$ cat src/hw/rtl/atr_pkg.sv
// ----------------------------------------------------------------------------
// atr_pkg - shared types and constants for the temperature response pipeline
// Fixed widths, constants of the response formula and the stage record types.
// ----------------------------------------------------------------------------
package atr_pkg;

	localparam int TEMP_W        = 16;
	localparam int OFS_W         = 15;
	localparam int RESP_W        = 24;
	localparam int DEN_W         = 31;
	localparam int QX_W          = 38;
	localparam int M_W           = 37;
	localparam int KQ_W          = 5;
	localparam int SH_W          = 6;
	localparam int R30_W         = 30;
	localparam int P_W           = 31;
	localparam int Y_W           = 26;

	localparam int TERMS         = 12;
	localparam int FRONT_STAGES  = 4;
	localparam int REDUCE_STAGES = KQ_W + 2;
	localparam int HORNER_STAGES = 3;
	localparam int FINAL_STAGES  = 2;
	localparam int LATENCY       = FRONT_STAGES + QX_W + REDUCE_STAGES
		+ TERMS * HORNER_STAGES + FINAL_STAGES;

	localparam logic signed [TEMP_W-1:0] TEMP_MAX = 16'sd10240;
	localparam logic signed [TEMP_W-1:0] TEMP_MIN = -16'sd3840;
	localparam logic [15:0]              BASE_SHIFT = 16'd2560;
	localparam logic [40:0]              E0_Q32     = 41'd1325255108854;
	localparam logic [31:0]              LN2_Q32    = 32'd2977044472;
	localparam logic [P_W-1:0]           ONE_Q30    = 31'h4000_0000;
	localparam logic [QX_W-1:0]          X_POS_MAX  = 38'd6 << 32;
	localparam logic [QX_W-1:0]          X_NEG_MAX  = 38'd16 << 32;
	localparam logic [OFS_W-1:0]         OFFSET_RST = 15'd11781;
	localparam logic [RESP_W-1:0]        OUT_MAX    = 24'hFF_FFFF;
	localparam logic [SH_W-1:0]          SH_BASE    = 6'd14;

	typedef enum logic [1:0] {
		MODE_CALC = 2'd0,
		MODE_ZERO = 2'd1,
		MODE_SAT  = 2'd2
	} mode_t;

	typedef struct packed {
		logic  vld;
		mode_t mode;
	} ctl_t;

	typedef struct packed {
		logic [DEN_W-1:0] rem;
		logic [DEN_W-1:0] den;
		logic [QX_W-1:0]  low;
		logic [QX_W-1:0]  quot;
		logic             neg;
	} div_t;

	typedef struct packed {
		logic [P_W-1:0]   p;
		logic [R30_W-1:0] r30;
		logic [SH_W-1:0]  sh;
	} exp_t;

endpackage

$ cat src/hw/rtl/atr_horner_step.sv
// ----------------------------------------------------------------------------
// atr_horner_step - one term of the exp series, p = 1 + (r * p) / TERM
// Three stages: product, reciprocal multiply, remainder correction.
// ----------------------------------------------------------------------------
module atr_horner_step import atr_pkg::*; #(
	parameter int TERM = 1
) (
	input  logic clk,
	input  logic arst_n,
	input  ctl_t ctl_i,
	input  exp_t ex_i,
	output ctl_t ctl_o,
	output exp_t ex_o
);

	localparam logic [32:0] RECIP  = 33'((64'd1 << 32) / TERM);
	localparam logic [34:0] TERM_V = 35'(TERM);

	ctl_t           ctl_s1, ctl_s2, ctl_s3;
	exp_t           ex_s1, ex_s2, ex_s3;
	logic [P_W-1:0] v_s1, v_s2, q0_s2;

	logic [60:0]    prod;
	logic [63:0]    rprod;
	logic [34:0]    remv;
	logic [P_W-1:0] qf;

	always_comb begin
		prod  = 61'(ex_i.r30) * 61'(ex_i.p);
		rprod = 64'(v_s1) * 64'(RECIP);
		// the estimate is at most one low
		remv  = 35'(v_s2) - 35'(q0_s2) * TERM_V;
		qf    = q0_s2 + P_W'(remv >= TERM_V);
	end

	always_ff @(posedge clk or negedge arst_n) begin
		if (!arst_n) begin
			ctl_s1 <= '0;
			ctl_s2 <= '0;
			ctl_s3 <= '0;
		end else begin
			ctl_s1 <= ctl_i;
			ctl_s2 <= ctl_s1;
			ctl_s3 <= ctl_s2;
		end
	end

	always_ff @(posedge clk) begin
		ex_s1   <= ex_i;
		v_s1    <= prod[60:30];
		ex_s2   <= ex_s1;
		v_s2    <= v_s1;
		q0_s2   <= rprod[62:32];
		ex_s3   <= '{p: ONE_Q30 + qf, r30: ex_s2.r30, sh: ex_s2.sh};
	end

	assign ctl_o = ctl_s3;
	assign ex_o  = ex_s3;

endmodule

$ cat config.mk
export PLATFORM = sky130hd
export DESIGN_NAME = atr_horner_step
export DESIGN_NICKNAME = d
export VERILOG_FILES = /design/src/hw/rtl/atr_pkg.sv /design/src/hw/rtl/atr_horner_step.sv
export SDC_FILE = /design/constraint.sdc
export NUM_CORES = 2
export LEC_CHECK = 0
export BUFFER_PORTS_ARGS = -buffer_cell sky130_fd_sc_hd__buf_2
export CAP_MARGIN = 5
export CORE_ASPECT_RATIO = 1.1
export CORE_MARGIN = 1.5
export CORE_UTILIZATION = 30
export CTS_CLUSTER_DIAMETER = 120
export DETAILED_ROUTE_END_ITERATION = 8
export SYNTH_ARGS = -nofsm -noshare
export SYNTH_HDL_FRONTEND = slang
export SYNTH_SLANG_ARGS = --single-unit
$ cat constraint.sdc
create_clock -name clk -period 0.8 [get_ports clk]
set_input_delay 0 -clock clk [delete_from_list [all_inputs] [get_ports clk]]
set_output_delay 0 -clock clk [all_outputs]
set_load 0.03 [all_outputs]
==> impl_metrics.yaml <==
routing:
  drtPass1Iterations: 5
  via_per_inst: 4.42
  dr.first_iter.drc_count: 1095
  wirelength_um: 90700
  vias: 24200
  ant_nets: 0
  drcViolationCount: 0
  routedWlPerCell_um: 16.6
layout:
  nFillCells: 11200
  area_delta_synth_final_pct: 24.8
  drive_above_1_share_pct: 20.9
  seq_area_um2: 4330
  multiInputGateArea_um2: 26900
  nets: 5065
die:
  num_rows: 129
  dieHeight_um: 357
  start_util_pct: 30.3
  die_area_um2: 116000
  core_um2: 113000
  ioPinCount: 142
  die-width_um: 325
timing:
  worstMarginPinSlew_ns: 0.670
  rsz0062_at_grt: "true"
  timing.clock.skew_ns: 0.0222
  setup_viol: 101
  fin_crit_sh_pct: 800
  worst_slack_ns: -5.60
  slew_headroom_pct: 54.9
  slew_viol_final: 0
  hold_violations: 0
  max_freq_mhz: 156
  period_needed_ns: 6.40
  setup_tns_ns: -181.23
synth:
  synthDistinctLibCells: 51
  synth_most_common_cell: "inv_1"
  synth_flop_cell: "dfxtp_1"
  synth_top_area_share_pct: 47.2
  syn_area_per_cell_um2: 9.67
  synth-simple-area-share_pct: 15.8
  synth_top_family_by_area: "adder cells"
  syn_area_um2: 34200
  synth-edff-count: 0
  synthMuxAreaShare_pct: 0
  synth-xor-area-share_pct: 0.922
  syn_nets: 4661
  ys_ff_latch: 210
  synth-seq-area-share_pct: 12.4
  yosysTopAreaCell: "fa_1"
  synthCells: 3536
  synth_compound_gate_area_share_pct: 3.35
  yosys-top-cells-count: "819 x inv_1, 807 x fa_1, 540 x and2_1, 428 x nand2_1, 246 x ha_1"
  yosysWarningCount: 0
  yosys.area_share.adder_pct: 56.2
  yosys-top-cells-area: "fa_1 47%, dfxtp_1 12%, and2_1 9.9%, ha_1 9.0%, inv_1 9.0%"
  ys_async_sr_fraction_pct: 4.29
cts:
  cts.sinks: 210
  clk_latency_ns: 0.61
  clk_pin_slew_ns: 0.06
  cts_made_buffers: 28
  clockBufferDepth: 3
  htreeDepth: 1
  cts_tree: "built"
  ctsRootBufferMaster: "clkbuf_16"
setup_path:
  end_kind: "flip-flop"
  cp.arrival_ns: 6.94
  critPathRequiredTime_ns: 1.34
  crit_type: "input port to flip-flop"
  crit_fanout: 12
  start_kind: "input port"
outcome:
  violations: "setup timing"
  outcome: "finished with violations"
global_route:
  grt_max_degree: 26
  antenna_found_initial: 9
  grt.overflow.total: 0
  grt_first_pass_wirelength_um: 146000
  track_usage_pct: 16.1
  grt_pass1_vias: 26700
placement:
  dp_hpwl_um: 76100
  gp_congestion: 0.845
  port-buffer-count: 141
flow_run:
  maxCapViolations: 0
hold_path:
  hp-class: "input port to flip-flop"
worst paths after layout:
check	to	slack, ns	from	depth (start not counted)
max reg2reg	q0_s2[30]	0.31	v_s1[30]	0
max	v_s1[26]	-5.60	ex_i[16]	26
max in group asynchronous	ctl_s2[2]	0.15	arst_n	3
min reg2reg	ex_s2[3]	0.32	ex_s1[3]	0
min in group asynchronous	ctl_s1[0]	0.37	arst_n	3
min	ex_s1[23]	0.10	ex_i[23]	2
stage by stage:
stage | std cells | util [%] | hold WS (ns) | area [µm²] | worst slack, ns
2_1_floorplan | 3536 | - | -0.296 | 34800 | -5.59
3_3_place_gp | 5321 | 34.7 | -0.154 | 39200 | -6.54
3_5_place_dp | 5321 | 34.7 | -0.146 | 39200 | -6.55
4_1_cts | 5455 | 37.5 | 0.0606 | 42300 | -5.53
5_1_grt | 5469 | 37.8 | 0.0916 | 42700 | -5.76
6_report | 5469 | 37.8 | 0.101 | 42700 | -5.60
worst max-delay path, cell delays in order:
cell	delay (ns)
buf_12	0.12
buf_12	0.13
and2_4	0.13
fa_1	0.52
inv_1	0.05
fa_1	0.46
fa_1	0.51
fa_1	0.57
inv_2	0.04
fa_1	0.57
fa_1	0.45
fa_1	0.59
inv_2	0.05
fa_1	0.52
inv_2	0.05
ha_4	0.24
a21o_1	0.16
o21bai_4	0.17
a31o_1	0.19
a21o_1	0.22
a311oi_4	0.44
o31ai_4	0.14
a21oi_4	0.26
nor2b_4	0.08
a21oi_2	0.13
xnor2_1	0.13
metal layers:
layer  up-vias  routed length (µm)  global-route usage, %
met2       471               49300                   30.5
met4         6                4200                   6.70
li1      11000                   -                      -
met1     12600               33600                   18.2
met3       168                3490                   1.86
met5         -                  42                      0
placed cells by master (no fill, tap or decap), drive strengths merged, types with 38 or more instances in the layout:
cell type / Yosys / layout
a21oi: 62 / 62
inv: 819 / 824
dlygate4sd3: 0 / 50
dfxtp: 201 / 201
clkbuf: 203 / 38
ha: 246 / 246
and2: 540 / 540
nand2: 428 / 428
fa: 807 / 807
buf: 1 / 522
state kept, by name, indices dropped and copies added (netlist names):
register	count
ctl_o	3
ctl_s1	3
ctl_s2	3
ex_o	67
ex_s1	36
ex_s2	36
q0_s2	31
v_s1	31
repair_timing:
action	4_1_cts	5_1_grt
setup buffers	33	17
hold endpoints to repair	48	0
gates resized for setup	391	83
pin swaps	86	45
setup endpoints to repair	101	101
gates cloned	2	2
hold buffers	50	0
kinds of logic after synthesis:
logic type,count (synthesis)
AND/OR/NAND/NOR,1052
AO/OA/AOI/OAI,162
buffers and inverters,1023
flip-flops,210
adder cells (fa/ha/maj),1053
XOR/XNOR,36
cell type report:
| class | count | area share (%) |
|---|---|---|
| tap | 1506 | 4.41 |
| clock inverter | 18 | 0.706 |
| clock buffer | 34 | 1.84 |
| inverter | 819 | 7.20 |
| sequential | 210 | 10.1 |
| multi-input combinational | 2303 | 63.0 |
| antenna | 1 | 0.00586 |
| timing repair buffer | 578 | 12.7 |
Power is not shown: default switching activity piles up to over one toggle a cycle in this logic, so the estimate is an artifact.
