## config.mk

```make
export PLATFORM = sky130hd
export DESIGN_NAME = atr_front
export DESIGN_NICKNAME = d
export VERILOG_FILES = /design/src/hw/rtl/atr_pkg.sv /design/src/hw/rtl/atr_front.sv
export SDC_FILE = /design/constraint.sdc
export NUM_CORES = 1
export LEC_CHECK = 0
export BUFFER_PORTS_ARGS = -buffer_cell sky130_fd_sc_hd__buf_2
export CORE_MARGIN = 2
export CORE_UTILIZATION = 45
export CTS_CLUSTER_DIAMETER = 100
export DETAILED_ROUTE_END_ITERATION = 6
export HOLD_SLACK_MARGIN = 0.03
export PLACE_DENSITY = 0.63
export SLEW_MARGIN = 20
export SYNTH_ARGS = -nofsm -noshare
export SYNTH_HDL_FRONTEND = slang
export SYNTH_SLANG_ARGS = --single-unit
```

## constraint.sdc

```tcl
create_clock -name clk -period 7.1 [get_ports clk]
set_input_delay 0.355 -clock clk [delete_from_list [all_inputs] [get_ports clk]]
set_output_delay 0.355 -clock clk [all_outputs]
set_load 0.05 [all_outputs]
```

## src/hw/rtl/atr_pkg.sv

```systemverilog
// ----------------------------------------------------------------------------
// atr_pkg - shared types and constants for the temperature response pipeline
// Fixed widths, constants of the response formula and the stage record types.
// ----------------------------------------------------------------------------
package atr_pkg;

	localparam int TEMP_W        = 16;
	localparam int OFS_W         = 15;
	localparam int RESP_W        = 24;
	localparam int DEN_W         = 31;
	localparam int QX_W          = 38;
	localparam int M_W           = 37;
	localparam int KQ_W          = 5;
	localparam int SH_W          = 6;
	localparam int R30_W         = 30;
	localparam int P_W           = 31;
	localparam int Y_W           = 26;

	localparam int TERMS         = 12;
	localparam int FRONT_STAGES  = 4;
	localparam int REDUCE_STAGES = KQ_W + 2;
	localparam int HORNER_STAGES = 3;
	localparam int FINAL_STAGES  = 2;
	localparam int LATENCY       = FRONT_STAGES + QX_W + REDUCE_STAGES
		+ TERMS * HORNER_STAGES + FINAL_STAGES;

	localparam logic signed [TEMP_W-1:0] TEMP_MAX = 16'sd10240;
	localparam logic signed [TEMP_W-1:0] TEMP_MIN = -16'sd3840;
	localparam logic [15:0]              BASE_SHIFT = 16'd2560;
	localparam logic [40:0]              E0_Q32     = 41'd1325255108854;
	localparam logic [31:0]              LN2_Q32    = 32'd2977044472;
	localparam logic [P_W-1:0]           ONE_Q30    = 31'h4000_0000;
	localparam logic [QX_W-1:0]          X_POS_MAX  = 38'd6 << 32;
	localparam logic [QX_W-1:0]          X_NEG_MAX  = 38'd16 << 32;
	localparam logic [OFS_W-1:0]         OFFSET_RST = 15'd11781;
	localparam logic [RESP_W-1:0]        OUT_MAX    = 24'hFF_FFFF;
	localparam logic [SH_W-1:0]          SH_BASE    = 6'd14;

	typedef enum logic [1:0] {
		MODE_CALC = 2'd0,
		MODE_ZERO = 2'd1,
		MODE_SAT  = 2'd2
	} mode_t;

	typedef struct packed {
		logic  vld;
		mode_t mode;
	} ctl_t;

	typedef struct packed {
		logic [DEN_W-1:0] rem;
		logic [DEN_W-1:0] den;
		logic [QX_W-1:0]  low;
		logic [QX_W-1:0]  quot;
		logic             neg;
	} div_t;

	typedef struct packed {
		logic [P_W-1:0]   p;
		logic [R30_W-1:0] r30;
		logic [SH_W-1:0]  sh;
	} exp_t;

endpackage

```

## src/hw/rtl/atr_front.sv

```systemverilog
// ----------------------------------------------------------------------------
// atr_front - clamp, special cases and divider operand set-up
// Four stages: clamp and classify, products, rounding add, overflow check.
// ----------------------------------------------------------------------------
module atr_front import atr_pkg::*; (
	input  logic                     clk,
	input  logic                     arst_n,
	input  logic                     in_vld,
	input  logic signed [TEMP_W-1:0] temp,
	input  logic [OFS_W-1:0]         offset,
	output ctl_t                     ctl_o,
	output div_t                     div_o
);

	ctl_t              ctl_s1, ctl_s2, ctl_s3, ctl_s4;
	logic [15:0]       a_s1, d_s1;
	logic [12:0]       mag_s1;
	logic              neg_s1, neg_s2, neg_s3;
	logic [DEN_W-1:0]  den_s2, den_s3;
	logic [61:0]       num_s2;
	logic [62:0]       n2_s3;
	div_t              div_s4;

	logic signed [TEMP_W-1:0] tc;
	logic signed [17:0]       d, diff, absd;
	logic [15:0]              a;
	mode_t                    mode1, mode4;
	logic [31:0]              den_full;
	logic [53:0]              em;
	logic                     ovf;

	// stage 1: clamp hot samples, classify cold and bad denominators
	always_comb begin
		tc   = (temp > TEMP_MAX) ? TEMP_MAX : temp;
		d    = 18'(tc) + $signed({3'b000, offset});
		diff = 18'(tc) - $signed({2'b00, BASE_SHIFT});
		absd = diff[17] ? -diff : diff;
		a    = {1'b0, offset} + BASE_SHIFT;
		priority if (temp < TEMP_MIN) begin
			mode1 = MODE_ZERO;
		end else if (d == 18'sd0) begin
			mode1 = MODE_ZERO;
		end else if (d[17]) begin
			mode1 = MODE_SAT;
		end else begin
			mode1 = MODE_CALC;
		end
	end

	always_comb begin
		den_full = 32'(a_s1) * 32'(d_s1);
		em       = 54'(E0_Q32) * 54'(mag_s1);
		ovf      = {6'd0, n2_s3} >= {den_s3, 38'd0};
		mode4    = ctl_s3.mode;
		if (ctl_s3.mode == MODE_CALC && ovf) begin
			mode4 = neg_s3 ? MODE_ZERO : MODE_SAT;
		end
	end

	always_ff @(posedge clk or negedge arst_n) begin
		if (!arst_n) begin
			ctl_s1 <= '0;
			ctl_s2 <= '0;
			ctl_s3 <= '0;
			ctl_s4 <= '0;
		end else begin
			ctl_s1 <= '{vld: in_vld, mode: mode1};
			ctl_s2 <= ctl_s1;
			ctl_s3 <= ctl_s2;
			ctl_s4 <= '{vld: ctl_s3.vld, mode: mode4};
		end
	end

	always_ff @(posedge clk) begin
		a_s1   <= a;
		d_s1   <= d[15:0];
		neg_s1 <= diff[17];
		mag_s1 <= absd[12:0];
		den_s2 <= den_full[DEN_W-1:0];
		num_s2 <= {em, 8'd0};
		neg_s2 <= neg_s1;
		// round to nearest: add half the divisor
		n2_s3  <= 63'(num_s2) + 63'(den_s2 >> 1);
		den_s3 <= den_s2;
		neg_s3 <= neg_s2;
		div_s4 <= '{rem: 31'(n2_s3[62:38]), den: den_s3, low: n2_s3[37:0],
			quot: '0, neg: neg_s3};
	end

	assign ctl_o = ctl_s4;
	assign div_o = div_s4;

endmodule

```

==> results of run 1 <==
metrics by stage:
step	cell area, µm²	worst slack, ps	utilization (%)	instances	hold slack (ps)
2_1_floorplan	27100	1220	-	2844	59.4
3_3_place_gp	28200	723	47.7	3660	231
3_5_place_dp	28200	615	47.7	3660	237
4_1_cts	29600	606	50.1	3740	41.3
5_1_grt	29600	214	50.1	3740	66.5
6_report	29600	564	50.1	3740	63.3
metal layers:
metal  up-vias  part of all wire [%]  GRT usage (%)
met5         -                     0              0
met4         0                   2.8           6.84
met3       107                   5.8           3.67
met2       552                    46           38.0
met1      9502                    46           31.9
li1       9071                     -              -
state kept, by name, indices dropped and copies added, names as in the netlist, 3 cells and up:
name    cells
a_s1       16
ctl_s3      3
d_s1       16
ctl_o       3
ctl_s1      3
ctl_s2      3
div_o      86
mag_s1     13
den_s3     22
den_s2     31
num_s2     53
n2_s3      63
layout by cell type (no fill, tap or decap), types with 30 or more instances in the layout:
cell type,n
buf_2,131
nand3_1,30
ha_1,329
conb_1,44
o21ai_0,53
nor3_1,30
clkbuf_16,38
inv_1,563
dfxtp_1,303
nand2_1,246
xor2_1,62
a21o_1,53
nor2_1,75
and2_1,123
a21oi_1,116
fa_1,342
xnor2_1,89
layout make-up:
type | instances | area [µm²]
inverters | 564 | 2120
repair buffers | 164 | 938
well taps | 773 | 967
multi-input cells | 1858 | 18000
clock inverters | 14 | 183
fillers | 5416 | 29500
clock buffers | 52 | 1080
flip-flops and latches | 315 | 6370
critical path: cells and delay by family, from the launching register on:
family	cells	cell delay, ps
flops	1	780
fa+ha+maj	7	3430
compound gates	4	800
simple gates	5	1260
buf+inv	3	140
how the worst max path moves through the flow:
stage / start / to / slack, ps
6_report: d_s1[3] / den_s2[26] / 560
5_1_grt: d_s1[3] / den_s2[26] / 210
4_1_cts: d_s1[3] / den_s2[26] / 610
3_5_place_dp: d_s1[3] / den_s2[26] / 620
3_3_place_gp: d_s1[3] / den_s2[26] / 720
2_1_floorplan: d_s1[3] / den_s2[26] / 1220
kinds of logic after synthesis:
kind of cell	after synthesis	share of synthesized area (%)
other cells	1	0.0139
mux	1	0.0372
xor+xnor	151	4.91
fa+ha+maj	671	40.7
simple gates	626	11.5
compound gates	365	8.98
flops	315	23.7
buf+inv	671	10.1
what timing repair did:
action / 4_1_cts / 5_1_grt
setup buffers: 0 / 0
hold buffers: 14 / 0
hold endpoints to repair: 25 / 0
==> results by group, run 1 <==
Die
  – Core ar.: 59100 µm²
  – Die height: 249 µm
  – Die area: 61800 µm²
  – I/O pins: 176
  – Starting Density: 45.5%
  – Die W: 249 µm
  – Num rows: 89

Worst hold path
  – Hold EP: a_s1[14]
  – Worst Hold Launch: offset[14]
  – Hold Crit Depth: 2
  – Hold Crit Class: input pin to flip-flop

Timing
  – Final hold vios: 0
  – Max Slew Vio Count: 0
  – Final setup vio count: 0
  – Final setup TNS: 0 ps
  – Tmin final: 6540 ps
  – Worst-Margin Slew: 1000 ps
  – Clock Skew: 15.4 ps
  – RSZ-0062 raised after global routing: no
  – FMAX: 153 MHz
  – Crit share post-route: 92.1%
  – Slew headroom: 33.2%

Place
  – Hpwl dp: 59.7 mm
  – Gp weighted congestion: 0.982
  – I/O Buffers: 131

Final layout
  – Layout area overhead: 10.1%
  – Final nets: 3645
  – Share of layout cells above drive strength 1: 7.95%
  – Inserted Diodes: 0

Yosys
  – Yosys top cell by area: fa_1
  – Top cells by area, synth: fa_1, dfxtp_1, ha_1
  – Top post-synthesis cells by count: inv_1, fa_1, ha_1, dfxtp_1, nand2_1
  – Yosys reg bits: 315
  – Mapped Area: 26900 µm²
  – Post-synthesis cell count: 2801
  – Top-area cell type share of the netlist area: 25.4%
  – Dominant synthesized flop cell: dfxtp_1
  – FFs w/ async S/R, synth: 3.81%
  – Synth cell types: 81
  – Syn Area/Cell: 9.61 µm²
  – Number of synthesized flops with an enable pin: 0
  – Synth warn: 0
  – Seq/Total Area, Yosys: 23.7%
  – Top-count cell post-synth: inv_1

Detailed routing
  – Drt initial violations: 1126
  – DRC violations left: 17
  – DRT Pass-1 Iters: 7
  – Number of vias per cell: 5.14
  – Avg WL per Cell: 18.8 µm
  – Antenna Nets Post-Route: 0
  – Routed wire length: 70.4 mm
  – Via count: 19200

Critical path
  – Worst EP required: 7570 ps
  – R2R depth: 19
  – Worst path most repeated cell: fa_1
  – Slowest CP cell: dfxtp_1
  – Max incr delay on CP: 780 ps
  – Worst EP arrival: 7000 ps
  – Reg-to-reg critical path startpoint: d_s1[3]
  – Startpoint Class: flip-flop
  – Setup crit end kind: flip-flop
  – CP Class: flip-flop to flip-flop
  – Crit Reg-Reg Endpoint: den_s2[26]
  – Worst Path Max Fanout: 16
  – Crit path cell chain: nand2_1 -> fa_1 -> fa_1 -> fa_1 -> inv_1 -> fa_1 -> fa_1 -> inv_1 -> fa_1 -> inv_1 -> ha_1 -> nand2_1 -> or3_1 -> nand3_1 -> o21ai_1 -> a31oi_1 -> a21boi_1 -> or4b_1 -> o2111ai_1
  – Flop2flop setup slack: 560 ps

Clocking
  – CTS Sinks: 315
  – Clock Pin Slew Worst Setup and Hold Paths: 60 ps
  – Clock Tree Root: clkbuf_16
  – H-Tree Depth: 2
  – Clk_lat worst skew: 560 ps
  – # resized after CTS: 0
  – CTS tree: yes
  – Clock tree buffer depth: 3
  – Num CTS Buffers: 37

Status
  – Failing checks: design-rule violations
  – Run status: finished with violations

GRT
  – Initial antenna violation count: 0
  – Global-route wire length before repair: 113 mm
  – GR Overflow Total: 0
  – Gr usage total: 23.2%
  – Largest net degree at the start of global routing: 18
  – Number of global-route vias before repair: 20500

Flow run
  – Max-cap check violation count: 0
Power of run 1 is not shown: default switching activity piles up to over one toggle a cycle in this logic, so the estimate is an artifact.
==> run 2, diff against run 1 <==
CELL_PAD_IN_SITES_DETAIL_PLACEMENT = 1   (was default)
CELL_PAD_IN_SITES_GLOBAL_PLACEMENT = 2   (was default)
CORE_UTILIZATION = 31   (was 45)
GPL_ROUTABILITY_DRIVEN = 0   (was default)
PLACE_DENSITY = 0.67   (was 0.63)
==> run 2 against run 1 <==
The flow now finishes without violations. Critical path depth unchanged. Wire length rose by 17%. First-iteration DRC count is 33% lower. Core utilization fell by 15 points. Hold slack got worse by 9.4 ps. Flip-flop and latch count unchanged. Global-route usage down 4.5 points. Non-clock buffer count grew 4. Final cell count is 10% higher. Via count is 0.21% lower. Cell area grew 1.8%. Worst setup slack lost 97 ps. Critical endpoint unchanged. Highest routed layer is now met5.
==> results by group, run 2 (same netlist as run 1, synthesis figures left out) <==
Status
  – Run status: finished clean

Place
  – I/O Buffers: 131 (unchanged)
  – Hpwl dp: 71.3 mm (+19%)

Die
  – Core ar.: 86300 µm² (+46%)
  – Die height: 299 µm (+20%)
  – Num rows: 108 (+21%)
  – Die area: 89200 µm² (+44%)
  – Die W: 299 µm (+20%)
  – Starting Density: 31.2% (-14 points)
  – I/O pins: 176 (unchanged)

Timing
  – Crit share post-route: 93.4% (+1.4 points)
  – FMAX: 151 MHz (-1.5%)
  – Slew headroom: 35.9% (+2.8 points)
  – Tmin final: 6630 ps (+96.8 ps)
  – RSZ-0062 raised after global routing: no
  – Worst-Margin Slew: 951 ps (-51.8 ps)
  – Clock Skew: 45.4 ps (+29.9 ps)
  – Final setup vio count: 0 (unchanged)
  – Max Slew Vio Count: 0 (unchanged)
  – Final hold vios: 0 (unchanged)
  – Hold Slack: 53.9 ps (-9.43 ps)
  – Final setup TNS: 0 ps (unchanged)

GRT
  – Largest net degree at the start of global routing: 18 (unchanged)
  – Gr usage total: 18.8% (-4.5 points)
  – Initial antenna violation count: 3 (+3)
  – Global-route wire length before repair: 129 mm (+14%)
  – Number of global-route vias before repair: 21600 (+5.1%)
  – GR Overflow Total: 0 (unchanged)

Final layout
  – Final nets: 3651 (+0.16%)
  – Inserted Diodes: 0 (unchanged)
  – Most frequent cells in the layout: inv_1, fa_1, ha_1, dfxtp_1, nand2_1
  – Layout area overhead: 12.1%
  – Share of layout cells above drive strength 1: 8.18% (+0.22 points)
  – Max FFs per register: 86 (unchanged)
  – Commonest non-fill, non-tap cell in the layout: inv_1

Critical path
  – CP Class: flip-flop to flip-flop
  – Setup crit end kind: flip-flop
  – Worst Path Max Fanout: 16 (unchanged)
  – Worst EP required: 7570 ps (about the same)
  – Flop2flop setup slack: 470 ps (-100 ps)
  – Startpoint Class: flip-flop
  – Worst EP arrival: 7110 ps (+110 ps)

Clocking
  – # resized after CTS: 0 (unchanged)
  – Clock Tree Root: clkbuf_16
  – Cts hold-fix bufs: 12 (-2)
  – Clock tree buffer depth: 3 (unchanged)
  – CTS Sinks: 315 (unchanged)
  – Num CTS Buffers: 39 (+5.4%)
  – Postcts setup bufs: 0 (unchanged)
  – Clk_lat worst skew: 600 ps (+40 ps)
  – Clock Pin Slew Worst Setup and Hold Paths: 60 ps (about the same)
  – H-Tree Depth: 2 (unchanged)
  – CTS tree: yes

Detailed routing
  – Drt initial violations: 754 (-33%)
  – Via count: 19200 (-0.21%)
  – Number of vias per cell: 4.65 (-9.6%)
  – DRT Pass-1 Iters: 5 (-2)
  – Routed wire length: 82.6 mm (+17%)
  – Antenna Nets Post-Route: 0 (unchanged)
  – DRC violations left: 0 (-17)
  – Avg WL per Cell: 20.0 µm (+6.4%)

Worst hold path
  – Hold Crit Class: input pin to flip-flop

Flow run
  – Max-cap check violation count: 0 (unchanged)
-- run 2: cell count changes in the layout (fill, tap and decap cells not counted), moves of 2 or more --
| cell | previous run | this run |
|---|---|---|
| buf_4 | 19 | 25 |
| clkinv_8 | 2 | 0 |
| dlygate4sd3_1 | 14 | 12 |
| clkbuf_8 | 8 | 5 |
-- run 2: layer usage --
metal / GRT usage (%) / share of wire [%] / vias up
met4: 4.86 / 2.5 / 2
met2: 31.5 / 46 / 357
met3: 2.84 / 4.0 / 91
li1: - / - / 9088
met1: 25.3 / 47 / 9654
met5: 0 / 0.0097 / -
-- run 2: area by class of cell --
class | count | area (µm²)
clock buffer | 49 | 1060
clock inverter | 18 | 231
fill | 9864 | 56200
inverter | 564 | 2120
multi-input combinational | 1858 | 18000
sequential | 315 | 6370
tap | 1155 | 1450
timing repair buffer | 168 | 963
-- run 2: stage by stage --
| step | instance area (µm²) | worst slack (ps) | instances | utilization [%] |
|---|---|---|---|---|
| after global routing | 30200 | 61.4 | 4127 | 34.9 |
| after CTS | 30200 | 432 | 4127 | 34.9 |
| after detailed placement | 28800 | 466 | 4048 | 33.3 |
| after floorplan | 27100 | 1220 | 2844 | - |
| after global placement | 28800 | 686 | 4048 | 33.3 |
| final | 30200 | 467 | 4127 | 34.9 |
-- run 2: final timing paths --
check                      depth (start not counted)       start         end
max                                               19    a_s1[10]  den_s2[26]
min                                                2  offset[14]    a_s1[14]
max reg2reg                                       19    a_s1[10]  den_s2[26]
min reg2reg                                        0   den_s2[6]    n2_s3[5]
max in group asynchronous                          2      arst_n   ctl_s2[1]
min in group asynchronous                          2      arst_n   ctl_s2[2]
-- run 2: critical path: stages (launching register included) --
cell and delay, ps:
dfxtp_1 780, nand2_1 180, fa_1 610, fa_1 440, fa_1 520, inv_1 50, fa_1 460, fa_1 540
inv_1 50, fa_1 530, inv_1 40, ha_1 370, nand2_1 130, or3_1 400, nand3_1 90, o21ai_1 80
a31oi_1 400, a21boi_1 210, or4b_1 490, o2111ai_1 110
Power of run 2 is left out for the same reason.
==> run 3, diff against run 2 <==
CORE_UTILIZATION = 40   (was 31)
PLACE_DENSITY = 0.82   (was 0.67)
==> run 3 against run 2 <==
Register-to-register slack improved by 20 ps. Cell area decreased by 1.3%. Clock skew decreased by 17 ps. Via count increased by 2.0%. Worst setup slack improved by 24 ps. Sequential share of layout area increased by 0.28 points. Critical path type unchanged. Highest routed layer is now met4.
==> results by group, run 3 (same netlist as run 1, synthesis figures left out) <==
Critical path
  – Max incr delay on CP: 840 ps (+60 ps)
  – R2R depth: 19 (unchanged)
  – CP delay by family, top: adder cells
  – Slowest CP cell: dfxtp_1
  – Reg-to-reg critical path startpoint: d_s1[1]
  – Worst path most repeated cell: fa_1
  – Crit Reg-Reg Endpoint: den_s2[26]
  – Flop2flop setup slack: 490 ps (+20 ps)
  – Buffers plus inverters on the worst setup path: 3 (unchanged)
  – Crit path cell chain: nand2_1 -> fa_1 -> fa_1 -> fa_1 -> inv_1 -> fa_1 -> fa_1 -> inv_1 -> fa_1 -> inv_1 -> ha_1 -> nand2_1 -> or3_1 -> nand3_1 -> o21ai_1 -> a31oi_1 -> a21boi_1 -> or4b_1 -> o2111ai_1
  – Worst EP required: 7570 ps (about the same)
  – Crit path launch: d_s1[1]
  – Worst Path Max Fanout: 16 (unchanged)
  – CP Class: flip-flop to flip-flop
  – Startpoint Class: flip-flop
  – Worst EP arrival: 7080 ps (-30 ps)
  – Setup crit end kind: flip-flop

Clocking
  – CTS tree: yes
  – Num CTS Buffers: 37 (-5.1%)
  – Clock tree buffer depth: 3 (unchanged)
  – Clk_lat worst skew: 570 ps (-30 ps)
  – Clock Tree Root: clkbuf_16
  – H-Tree Depth: 2 (unchanged)
  – Clock Pin Slew Worst Setup and Hold Paths: 60 ps (about the same)
  – CTS Sinks: 315 (unchanged)

Die
  – Die height: 263 µm (-12%)
  – Num rows: 95 (-12%)
  – Starting Density: 40.2% (+9.0 points)
  – Core ar.: 66900 µm² (-22%)
  – I/O pins: 176 (unchanged)
  – Die W: 263 µm (-12%)
  – Die area: 69400 µm² (-22%)

Timing
  – Final hold vios: 0 (unchanged)
  – Worst-Margin Slew: 934 ps (-16.2 ps)
  – Slew headroom: 37.0% (+1.1 points)
  – Clock Skew: 28.8 ps (-16.6 ps)
  – Final setup TNS: 0 ps (unchanged)
  – Max Slew Vio Count: 0 (unchanged)
  – Tmin final: 6610 ps (-23.7 ps)
  – RSZ-0062 raised after global routing: no
  – Crit share post-route: 93.1% (-0.33 points)
  – FMAX: 151 MHz (+0.36%)
  – Final setup vio count: 0 (unchanged)
  – Hold Slack: 51.7 ps (-2.16 ps)

Final layout
  – Layout area overhead: 10.6%
  – Layout Utilization: 44.5% (+9.5 points)
  – Max FFs per register: 86 (unchanged)
  – Commonest non-fill, non-tap cell in the layout: inv_1
  – Share of layout cells above drive strength 1: 7.93% (-0.25 points)
  – Inserted Diodes: 0 (unchanged)
  – Final nets: 3640 (-0.30%)
  – Most frequent cells in the layout: inv_1, fa_1, ha_1, dfxtp_1, nand2_1

Worst hold path
  – Worst Hold Launch: offset[14]
  – Hold Crit Class: input pin to flip-flop
  – Hold Crit Depth: 2 (unchanged)
  – Hold EP: a_s1[14]

GRT
  – Gr usage total: 23.1% (+4.4 points)
  – Global-route wire length before repair: 124 mm (-3.6%)
  – Met1 Track Usage GR: 30.7% (+5.3 points)
  – Met2 usage: 40.1% (+8.7 points)
  – Gr busiest metal: met2
  – GR met3 Demand/Resource: 2.49% (-0.35 points)
  – Largest net degree at the start of global routing: 18 (unchanged)
  – Number of global-route vias before repair: 21700 (+0.74%)
  – GR Overflow Total: 0 (unchanged)
  – Initial antenna violation count: 1 (-2)

Detailed routing
  – Drt initial violations: 918 (+22%)
  – Via count: 19600 (+2.0%)
  – DRC violations left: 0 (unchanged)
  – Avg WL per Cell: 20.7 µm (+3.6%)
  – Number of vias per cell: 5.10 (+9.7%)
  – Routed wire length: 79.5 mm (-3.7%)
  – Antenna Nets Post-Route: 0 (unchanged)
  – DRT Pass-1 Iters: 5 (unchanged)

Place
  – I/O Buffers: 131 (unchanged)
  – Hpwl dp: 67.7 mm (-5.1%)

Status
  – Run status: finished clean

Flow run
  – Max-cap check violation count: 0 (unchanged)
run 3: cell types whose count changed in the layout (fill, tap and decap cells not counted), moves of 2 or more:
| cell | before | now |
|---|---|---|
| buf_4 | 25 | 16 |
| bufinv_16 | 2 | 4 |
| clkbuf_16 | 39 | 37 |
| clkbuf_8 | 5 | 7 |
| clkinv_2 | 2 | 4 |
| clkinvlp_4 | 4 | 1 |
| inv_6 | 1 | 3 |
run 3: worst max path at each step:
stage	endpoint	cells after the start
after floorplan	den_s2[26]	20
after global placement	den_s2[26]	19
after detailed placement	den_s2[26]	19
after CTS	den_s2[26]	19
after global routing	den_s2[29]	19
final	den_s2[26]	19
run 3: final cells by class:
type                       instances  area (µm²)
tap                              873        1090
sequential                       315        6370
clock buffer                      50        1040
multi-input combinational       1858       18000
clock inverter                    18         269
timing repair buffer             159         896
inverter                         564        2120
fill                            7613       37100
run 3: what timing repair did:
action                                 CTS  global route
buffers inserted                         0             0
hold buffers                            12             0
gates resized for setup                  0             0
endpoints found under the hold margin   23             0
run 3: per-layer routing:
layer / vias to the layer above / wire length [µm]
met5: - / 0
met4: 0 / 2000
met3: 106 / 3330
met2: 473 / 38500
met1: 9926 / 35800
li1: 9074 / -
run 3: stage by stage:
step / std cells / cell area [µm²] / setup WS, ps
floorplan: 2844 / 27100 / 1220
global placement: 3757 / 28300 / 722
detailed placement: 3757 / 28300 / 581
CTS: 3837 / 29800 / 571
global route: 3837 / 29800 / 114
finish: 3837 / 29800 / 491
Power of run 3 is left out for the same reason.
